==> src/hw/rtl/whc_pkg.sv <==
// types and constants of the wav header checker
`timescale 1ns / 1ps

package whc_pkg;

	localparam int unsigned LENGTH_BITS_DEF = 32;

	localparam logic [31:0] HDR_MIN     = 32'd44;
	localparam logic [31:0] FMT_LEN     = 32'd16;
	localparam logic [31:0] CHUNK_HDR   = 32'd8;
	localparam logic [31:0] FIRST_CHUNK = 32'd36;
	localparam logic [15:0] FORMAT_PCM  = 16'd1;

	localparam logic [31:0] TAG_RIFF = 32'h4646_4952;
	localparam logic [31:0] TAG_WAVE = 32'h4556_4157;
	localparam logic [31:0] TAG_FMT  = 32'h2074_6D66;
	localparam logic [31:0] TAG_LIST = 32'h5453_494C;
	localparam logic [31:0] TAG_DATA = 32'h6174_6164;

	// byte offsets at which a little-endian word is complete
	localparam logic [31:0] POS_RIFF_TAG   = 32'd3;
	localparam logic [31:0] POS_RIFF_SIZE  = 32'd7;
	localparam logic [31:0] POS_WAVE_TAG   = 32'd11;
	localparam logic [31:0] POS_FMT_TAG    = 32'd15;
	localparam logic [31:0] POS_FMT_SIZE   = 32'd19;
	localparam logic [31:0] POS_FORMAT     = 32'd21;
	localparam logic [31:0] POS_CHANNELS   = 32'd23;
	localparam logic [31:0] POS_RATE       = 32'd27;
	localparam logic [31:0] POS_AVG_RATE   = 32'd31;
	localparam logic [31:0] POS_ALIGN      = 32'd33;
	localparam logic [31:0] POS_BITS       = 32'd35;
	localparam logic [31:0] POS_CHUNK_TAG  = 32'd39;
	localparam logic [31:0] POS_CHUNK_SIZE = 32'd43;

	// distance from the data chunk start after a list chunk
	localparam logic [31:0] DIST_DATA_TAG  = 32'd3;
	localparam logic [31:0] DIST_DATA_SIZE = 32'd7;

	localparam int unsigned FLAG_RIFF = 0;
	localparam int unsigned FLAG_WAVE = 1;
	localparam int unsigned FLAG_FMT  = 2;
	localparam int unsigned FLAG_DATA = 3;

	typedef enum logic [1:0] {
		PH_HEADER,
		PH_DIRECT,
		PH_LIST
	} parse_phase_t;

	typedef enum logic [3:0] {
		ERR_OK,
		ERR_SHORT,
		ERR_RIFF,
		ERR_WAVE,
		ERR_FMT,
		ERR_FMTSIZE,
		ERR_LIST,
		ERR_ROOM,
		ERR_DATATAG,
		ERR_PCM,
		ERR_RATE,
		ERR_ZEROSAMPLE,
		ERR_RIFFSIZE,
		ERR_DATASIZE
	} err_code_t;

	typedef enum logic [2:0] {
		S_RUN,
		S_MUL,
		S_CHECK,
		S_DIV,
		S_DONE
	} ctrl_state_t;

	typedef struct packed {
		logic capture;
		logic compute;
		logic judge;
		logic div_start;
		logic finish;
	} whc_cmd_t;

	typedef struct packed {
		logic pass;
		logic div_done;
	} whc_status_t;

endpackage

==> src/hw/rtl/whc_div.sv <==
// restoring divider, one quotient bit per cycle
`timescale 1ns / 1ps

module whc_div (
	input  logic        clk,
	input  logic        arst_n,
	input  logic        start,
	input  logic [31:0] dividend,
	input  logic [31:0] divisor,
	output logic [31:0] quotient,
	output logic        done
);

	localparam int unsigned STEPS  = 32;
	localparam int unsigned STEP_W = $clog2(STEPS);

	logic [31:0]       rem_q;
	logic [31:0]       quo_q;
	logic [31:0]       den_q;
	logic [STEP_W-1:0] step_q;
	logic              busy_q;
	logic              done_q;
	logic [32:0]       shifted;
	logic [32:0]       diff;
	logic              fits;

	always_comb begin
		shifted = {rem_q, quo_q[31]};
		diff    = shifted - {1'b0, den_q};
		fits    = shifted >= {1'b0, den_q};
	end

	always_ff @(posedge clk or negedge arst_n) begin
		if (!arst_n) begin
			busy_q <= 1'b0;
			done_q <= 1'b0;
			step_q <= '0;
		end else begin
			done_q <= 1'b0;
			if (start) begin
				busy_q <= 1'b1;
				step_q <= STEP_W'(STEPS - 1);
			end else if (busy_q) begin
				if (step_q == '0) begin
					busy_q <= 1'b0;
					done_q <= 1'b1;
				end else begin
					step_q <= step_q - STEP_W'(1);
				end
			end
		end
	end

	always_ff @(posedge clk) begin
		if (start) begin
			rem_q <= '0;
			quo_q <= dividend;
			den_q <= divisor;
		end else if (busy_q) begin
			rem_q <= fits ? diff[31:0] : shifted[31:0];
			quo_q <= {quo_q[30:0], fits};
		end
	end

	assign quotient = quo_q;
	assign done     = done_q;

endmodule

==> src/hw/rtl/whc_datapath.sv <==
// field capture, header checks and result register of the wav header checker
`timescale 1ns / 1ps

module whc_datapath #(
	parameter int unsigned LENGTH_BITS = whc_pkg::LENGTH_BITS_DEF
) (
	input  logic                  clk,
	input  logic                  arst_n,
	input  logic [7:0]            file_byte,
	input  whc_pkg::whc_cmd_t     cmd,
	output whc_pkg::whc_status_t  status,
	output logic [3:0]            error_code,
	output logic [15:0]           channels,
	output logic [31:0]           sample_rate,
	output logic [15:0]           bits_per_sample,
	output logic [31:0]           sample_count,
	output logic [31:0]           data_bytes,
	output logic [31:0]           chunk_offset
);

	logic [LENGTH_BITS-1:0] byte_count_q;
	logic                   not_sat;
	logic [31:0]            pos;
	logic [31:0]            word;
	logic [31:0]            pay_dist;
	logic                   list_hit;

	logic [31:0]              tag_shift_q;
	logic [3:0]               tag_flags_q;
	whc_pkg::parse_phase_t    phase_q;
	logic [31:0]              riff_size_q;
	logic [31:0]              fmt_size_q;
	logic [15:0]              format_q;
	logic [15:0]              channel_q;
	logic [31:0]              rate_q;
	logic [31:0]              avg_rate_q;
	logic [15:0]              align_q;
	logic [15:0]              bits_q;
	logic [31:0]              list_len_q;
	logic [31:0]              pay_off_q;
	logic [31:0]              pay_size_q;

	logic [31:0] rate_prod;
	logic [31:0] frame_prod;
	logic [31:0] off_sel;
	logic [32:0] rem_full;

	logic [31:0] avg_prod_s1;
	logic [28:0] frame_s1;
	logic [31:0] len_s1;
	logic [31:0] off_s1;
	logic        len_lt_off_s1;
	logic [31:0] rem_s1;
	logic [31:0] len_m8_s1;
	logic [31:0] len_m44_s1;

	whc_pkg::err_code_t err_next;
	whc_pkg::err_code_t err_q;
	logic               err_ok;

	logic [31:0] quotient;
	logic        div_done;

	always_comb begin
		not_sat  = ~(&byte_count_q);
		pos      = 32'(byte_count_q);
		word     = {file_byte, tag_shift_q[31:8]};
		pay_dist = pos - pay_off_q;
		list_hit = (phase_q == whc_pkg::PH_LIST) && (pos >= whc_pkg::HDR_MIN) &&
			(pos >= pay_off_q);
	end

	// byte capture, cleared again once the verdict is handed over
	always_ff @(posedge clk or negedge arst_n) begin
		if (!arst_n) begin
			byte_count_q <= '0;
			tag_shift_q  <= '0;
			tag_flags_q  <= '0;
			phase_q      <= whc_pkg::PH_HEADER;
			riff_size_q  <= '0;
			fmt_size_q   <= '0;
			format_q     <= '0;
			channel_q    <= '0;
			rate_q       <= '0;
			avg_rate_q   <= '0;
			align_q      <= '0;
			bits_q       <= '0;
			list_len_q   <= '0;
			pay_off_q    <= whc_pkg::FIRST_CHUNK;
			pay_size_q   <= '0;
		end else if (cmd.finish) begin
			byte_count_q <= '0;
			tag_shift_q  <= '0;
			tag_flags_q  <= '0;
			phase_q      <= whc_pkg::PH_HEADER;
			riff_size_q  <= '0;
			fmt_size_q   <= '0;
			format_q     <= '0;
			channel_q    <= '0;
			rate_q       <= '0;
			avg_rate_q   <= '0;
			align_q      <= '0;
			bits_q       <= '0;
			list_len_q   <= '0;
			pay_off_q    <= whc_pkg::FIRST_CHUNK;
			pay_size_q   <= '0;
		end else if (cmd.capture && not_sat) begin
			byte_count_q <= byte_count_q + LENGTH_BITS'(1);
			tag_shift_q  <= word;
			case (pos)
				whc_pkg::POS_RIFF_TAG: begin
					if (word == whc_pkg::TAG_RIFF) tag_flags_q[whc_pkg::FLAG_RIFF] <= 1'b1;
				end
				whc_pkg::POS_RIFF_SIZE: riff_size_q <= word;
				whc_pkg::POS_WAVE_TAG: begin
					if (word == whc_pkg::TAG_WAVE) tag_flags_q[whc_pkg::FLAG_WAVE] <= 1'b1;
				end
				whc_pkg::POS_FMT_TAG: begin
					if (word == whc_pkg::TAG_FMT) tag_flags_q[whc_pkg::FLAG_FMT] <= 1'b1;
				end
				whc_pkg::POS_FMT_SIZE: fmt_size_q <= word;
				whc_pkg::POS_FORMAT:   format_q   <= word[31:16];
				whc_pkg::POS_CHANNELS: channel_q  <= word[31:16];
				whc_pkg::POS_RATE:     rate_q     <= word;
				whc_pkg::POS_AVG_RATE: avg_rate_q <= word;
				whc_pkg::POS_ALIGN:    align_q    <= word[31:16];
				whc_pkg::POS_BITS:     bits_q     <= word[31:16];
				whc_pkg::POS_CHUNK_TAG: begin
					if (word == whc_pkg::TAG_LIST) begin
						phase_q <= whc_pkg::PH_LIST;
					end else begin
						phase_q <= whc_pkg::PH_DIRECT;
						if (word == whc_pkg::TAG_DATA) tag_flags_q[whc_pkg::FLAG_DATA] <= 1'b1;
					end
				end
				whc_pkg::POS_CHUNK_SIZE: begin
					if (phase_q == whc_pkg::PH_LIST) begin
						list_len_q <= word;
						pay_off_q  <= whc_pkg::HDR_MIN + word;
					end else begin
						pay_size_q <= word;
					end
				end
				default: begin
					// data chunk header behind a list chunk
					if (list_hit) begin
						if (pay_dist == whc_pkg::DIST_DATA_TAG && word == whc_pkg::TAG_DATA) begin
							tag_flags_q[whc_pkg::FLAG_DATA] <= 1'b1;
						end
						if (pay_dist == whc_pkg::DIST_DATA_SIZE) pay_size_q <= word;
					end
				end
			endcase
		end
	end

	always_comb begin
		rate_prod  = rate_q * 32'(align_q);
		frame_prod = channel_q * bits_q;
		off_sel    = (phase_q == whc_pkg::PH_LIST) ? pay_off_q : whc_pkg::FIRST_CHUNK;
		rem_full   = {1'b0, pos} - {1'b0, off_sel};
	end

	// products and length differences, registered ahead of the compares
	always_ff @(posedge clk) begin
		if (cmd.compute) begin
			avg_prod_s1   <= rate_prod;
			frame_s1      <= frame_prod[31:3];
			len_s1        <= pos;
			off_s1        <= off_sel;
			len_lt_off_s1 <= rem_full[32];
			rem_s1        <= rem_full[31:0];
			len_m8_s1     <= pos - whc_pkg::CHUNK_HDR;
			len_m44_s1    <= pos - whc_pkg::HDR_MIN;
		end
	end

	// checks in priority order, from too-short file down to data size; first failure wins
	always_comb begin
		if (len_s1 < whc_pkg::HDR_MIN) begin
			err_next = whc_pkg::ERR_SHORT;
		end else if (!tag_flags_q[whc_pkg::FLAG_RIFF]) begin
			err_next = whc_pkg::ERR_RIFF;
		end else if (!tag_flags_q[whc_pkg::FLAG_WAVE]) begin
			err_next = whc_pkg::ERR_WAVE;
		end else if (!tag_flags_q[whc_pkg::FLAG_FMT]) begin
			err_next = whc_pkg::ERR_FMT;
		end else if (fmt_size_q != whc_pkg::FMT_LEN) begin
			err_next = whc_pkg::ERR_FMTSIZE;
		end else if (phase_q == whc_pkg::PH_LIST && len_m44_s1 < list_len_q) begin
			err_next = whc_pkg::ERR_LIST;
		end else if (len_lt_off_s1 || rem_s1 < whc_pkg::CHUNK_HDR) begin
			err_next = whc_pkg::ERR_ROOM;
		end else if (!tag_flags_q[whc_pkg::FLAG_DATA]) begin
			err_next = whc_pkg::ERR_DATATAG;
		end else if (format_q != whc_pkg::FORMAT_PCM) begin
			err_next = whc_pkg::ERR_PCM;
		end else if (avg_rate_q != avg_prod_s1) begin
			err_next = whc_pkg::ERR_RATE;
		end else if (frame_s1 == '0) begin
			err_next = whc_pkg::ERR_ZEROSAMPLE;
		end else if (riff_size_q > len_m8_s1) begin
			err_next = whc_pkg::ERR_RIFFSIZE;
		end else if (({1'b0, pay_size_q} + {1'b0, whc_pkg::CHUNK_HDR}) > {1'b0, rem_s1}) begin
			err_next = whc_pkg::ERR_DATASIZE;
		end else begin
			err_next = whc_pkg::ERR_OK;
		end
	end

	always_ff @(posedge clk) begin
		if (cmd.judge) err_q <= err_next;
	end

	whc_div u_div (
		.clk      (clk),
		.arst_n   (arst_n),
		.start    (cmd.div_start),
		.dividend (pay_size_q),
		.divisor  ({3'b000, frame_s1}),
		.quotient (quotient),
		.done     (div_done)
	);

	assign status = '{pass: (err_next == whc_pkg::ERR_OK), div_done: div_done};
	assign err_ok = (err_q == whc_pkg::ERR_OK);

	always_ff @(posedge clk) begin
		if (cmd.finish) begin
			error_code      <= err_q;
			channels        <= err_ok ? channel_q  : '0;
			sample_rate     <= err_ok ? rate_q     : '0;
			bits_per_sample <= err_ok ? bits_q     : '0;
			sample_count    <= err_ok ? quotient   : '0;
			data_bytes      <= err_ok ? pay_size_q : '0;
			chunk_offset    <= err_ok ? off_s1     : '0;
		end
	end

endmodule

==> config.mk <==
export PLATFORM = sky130hd
export DESIGN_NAME = whc_datapath
export DESIGN_NICKNAME = d
export VERILOG_FILES = /design/src/hw/rtl/whc_pkg.sv /design/src/hw/rtl/whc_div.sv /design/src/hw/rtl/whc_datapath.sv
export SDC_FILE = /design/constraint.sdc
export NUM_CORES = 2
export LEC_CHECK = 0
export BUFFER_PORTS_ARGS = -buffer_cell sky130_fd_sc_hd__buf_2
export CORE_UTILIZATION = 35
export DETAILED_ROUTE_END_ITERATION = 10
export PLACE_DENSITY = 0.57
export SLEW_MARGIN = 20
export SYNTH_ARGS = -nofsm -noshare
export SYNTH_HDL_FRONTEND = slang
export SYNTH_SLANG_ARGS = --single-unit
==> constraint.sdc <==
create_clock -name clk -period 7.7 [get_ports clk]
set_clock_uncertainty 0.2 [all_clocks]
set_input_delay 0.77 -clock clk [delete_from_list [all_inputs] [get_ports clk]]
set_output_delay 0.77 -clock clk [all_outputs]
set_load 0.02 [all_outputs]
==> impl_results.md <==
* Status: complete, no violations
* Clock-pin slew on the worst setup and hold paths at 0.07 ns
* Vias in the first global route at 45990
* Layout cell share with drive strength beyond 1 at 0.08330
* CTS H-tree depth at 3
* Final period util at 0.9342
* Cells taking the most area after synthesis: edfxtp_1 22%, fa_1 16%, dfrtp_1 14%
* Yosys top cell area share at 0.2171
* Critical-path maximum fanout at 18
* P_leak at 31.01 nW
* Syn nets at 7284
* Std-Cell Rows at 153
* TritonCTS sink count at 833
* Dpl cells at 8688
* Ports at 181
* Avg Cell Area, Syn at 9.646 um2
* # DRC at 0
* Layout area overhead at 11.12%
* Final setup fails at 0
* GRT Total Usage at 0.2022
* Nets at 7351
* EDFF count, synth at 446
* Non-Filler Instances at 8870
* CP endpoint kind: flip-flop
* Final setup margin at 0.5064 ns
* Main flop type after synthesis: edfxtp_1
* Synth area leader: edfxtp_1
* Sequential fraction of the synthesis area at 0.3715
* Setup TNS at 0 ns
* Clock Tree Buf Depth at 3
* Max-Cap Viols at 0
* Largest net degree at the start of global routing at 205
* TritonCTS clock tree: built
* Maximum VDD drop at 0.1698 mV
* Grt ovf at 0
* #FFs+latches synth at 833
* Initial antenna violation count at 8
* Final hold vios at 0
* Critical path class: reg -> reg
* Final slew viol count at 0
* Die height at 421.8 um
* Cell with the most instances after synthesis: nand2_1
* Final WL at 181.3 mm
* First-pass GRT wire length at 278.8 mm
* I/O Buffers at 180
* Vias per cell at 5.134
* Dpl hpwl at 132.9 mm
* Cells after Synth at 6395
* WP data arrival at 7.47 ns
* CTS root buffer: clkbuf_16
* CTS buffer count at 96
* Initial DRC count at 3923
* Slew @ Worst Pin at 1.086 ns
* Detail Route Antenna Nets at 0
* Post-CTS Setup Inserts at 0
* Synth warn at 0
* Pre-CTS setup slack at 0.4996 ns
* Die W at 421.8 um
* WL/cell at 20.44 um
* CP required at 7.98 ns
* Setup crit start kind: flip-flop
* Top post-synthesis cells by count: 1128 x nand2_1, 820 x inv_1, 501 x fa_1
* Initial Util at 0.3537
* Fmax at 139.0 MHz
* Pwr Total at 10.78 mW
* Yosys cell types at 86
* DR pass1 iterations at 6
* Clk Latency, worst-skew pair at 0.73 ns
* Hold WC Path Type: in -> reg
* Synth Cell Area at 0.06169 mm2
* FFs w/ async S/R, synth at 0.4262
* Vias at 45540
* Core area at 0.1744 mm2
* RSZ-0062 raised after global routing: false
* Slew HR at 0.2757
* Die ar. at 0.1779 mm2
* Final Critical Period at 7.194 ns
* Fill count at 17260
* Final GP Congestion at 0.9320
* Power Density at 157.3 mW/mm2
layer usage:
metal / wire length (um) / share of wire / GRT usage / vias up
met5: 27 / 0.00015 / 0 / -
met4: 6013 / 0.033 / 0.06812 / 4
met3: 11500 / 0.063 / 0.03092 / 322
met2: 83460 / 0.46 / 0.3239 / 1469
met1: 80250 / 0.44 / 0.2782 / 22790
li1: - / - / - / 20960
final cells by class:
| type | count | area, um2 | share of cell area |
|---|---|---|---|
| multi-input combinational | 4387 | 34350 | 0.5011 |
| sequential | 833 | 22920 | 0.3344 |
| inverter | 820 | 3078 | 0.04490 |
| tap | 2325 | 2909 | 0.04244 |
| clock buffer | 134 | 2676 | 0.03904 |
| timing repair buffer | 324 | 2079 | 0.03034 |
| clock inverter | 45 | 528.0 | 0.007703 |
| antenna | 2 | 5.005 | 0.00007301 |
power breakdown:
group | switching, mW | internal (mW)
logic | 0.738 | 0.485
registers | 0.0909 | 4.83
clock network | 1.95 | 2.68
total | 2.78 | 8.00
cell usage in the layout, fill, tap and decap left out, drive strengths merged, types with 13 or more instances in the layout:
| cell | n |
|---|---|
| clkbuf | 134 |
| mux2 | 32 |
| edfxtp | 446 |
| fa | 501 |
| mux2i | 49 |
| nand2b | 85 |
| ha | 373 |
| a21oi | 400 |
| inv | 826 |
| dfrtp | 353 |
| a31oi | 14 |
| nor2b | 33 |
| buf | 323 |
| and3 | 35 |
| o211ai | 19 |
| or3 | 30 |
| dfxtp | 32 |
| o21bai | 19 |
| a211oi | 66 |
| a21o | 94 |
| o21a | 31 |
| xor2 | 122 |
| nor4 | 69 |
| nor2 | 251 |
| xnor2 | 182 |
| nand3 | 84 |
| nor4b | 13 |
| clkinv | 29 |
| and2 | 368 |
| nor3 | 54 |
| nand2 | 1128 |
| o21ai | 102 |
| nand4 | 72 |
cell families after synthesis:
family / synth area share
flops: 0.3715
compound gates: 0.08529
fa+ha+maj: 0.2382
xor+xnor: 0.04316
mux: 0.01379
buf+inv: 0.07283
simple gates: 0.1752
metrics by stage:
step	utilization	hold slack (ns)	instance area, um2
after floorplan	-	0.2268	61690
after global placement	0.3745	0.2364	65310
after detailed placement	0.3746	0.2377	65320
after CTS	0.3930	0.05740	68540
after global routing	0.3931	0.09563	68550
final	0.3931	0.1086	68550
flip-flops by register name (all words and copies together) (netlist names), 24 cells and up:
signal,count
u_div.rem_q,32
pay_off_q,30
chunk_offset,32
u_div.den_q,29
pay_size_q,32
frame_s1,29
len_m44_s1,30
rate_q,32
tag_shift_q,24
list_len_q,32
len_s1,32
sample_rate,32
sample_count,32
off_s1,32
avg_rate_q,32
len_m8_s1,29
riff_size_q,32
data_bytes,32
fmt_size_q,32
rem_s1,32
avg_prod_s1,32
u_div.quotient,32
byte_count_q,32
repair_timing:
item | CTS | global route
endpoints found under the setup margin | 0 | 1
hold buffers | 1 | 0
endpoints found under the hold margin | 53 | 0
resized for setup | 0 | 1
worst max-delay path, cell delays in order, from the launching register on:
cell and delay (ns):
dfrtp_1 0.81, nand2_1 0.18, fa_1 0.58, inv_1 0.06
fa_1 0.43, fa_1 0.41, fa_1 0.55, inv_1 0.05
fa_1 0.48, inv_1 0.06, fa_1 0.47, ha_1 0.39
a21o_1 0.22, or3_1 0.34, o211ai_1 0.33, a21oi_1 0.23
a221oi_1 0.48, o21ai_0 0.21, a21o_1 0.21, a21oi_1 0.16
xnor2_1 0.08
worst paths after layout:
| kind | end | slack [ns] | startpoint | depth (start not counted) |
|---|---|---|---|---|
| setup / recovery | avg_prod_s1[30] | 0.51 | rate_q[3] | 20 |
| hold / removal | err_q[0] | 0.11 | cmd[2] | 1 |
| setup reg to reg | avg_prod_s1[30] | 0.51 | rate_q[3] | 20 |
| hold reg to reg | u_div.den_q[1] | 0.25 | frame_s1[1] | 0 |
| max in group asynchronous | rate_q[29] | 5.54 | arst_n | 3 |
| min in group asynchronous | pay_off_q[18] | 0.38 | arst_n | 2 |
Power figures use the tool's default switching activity.
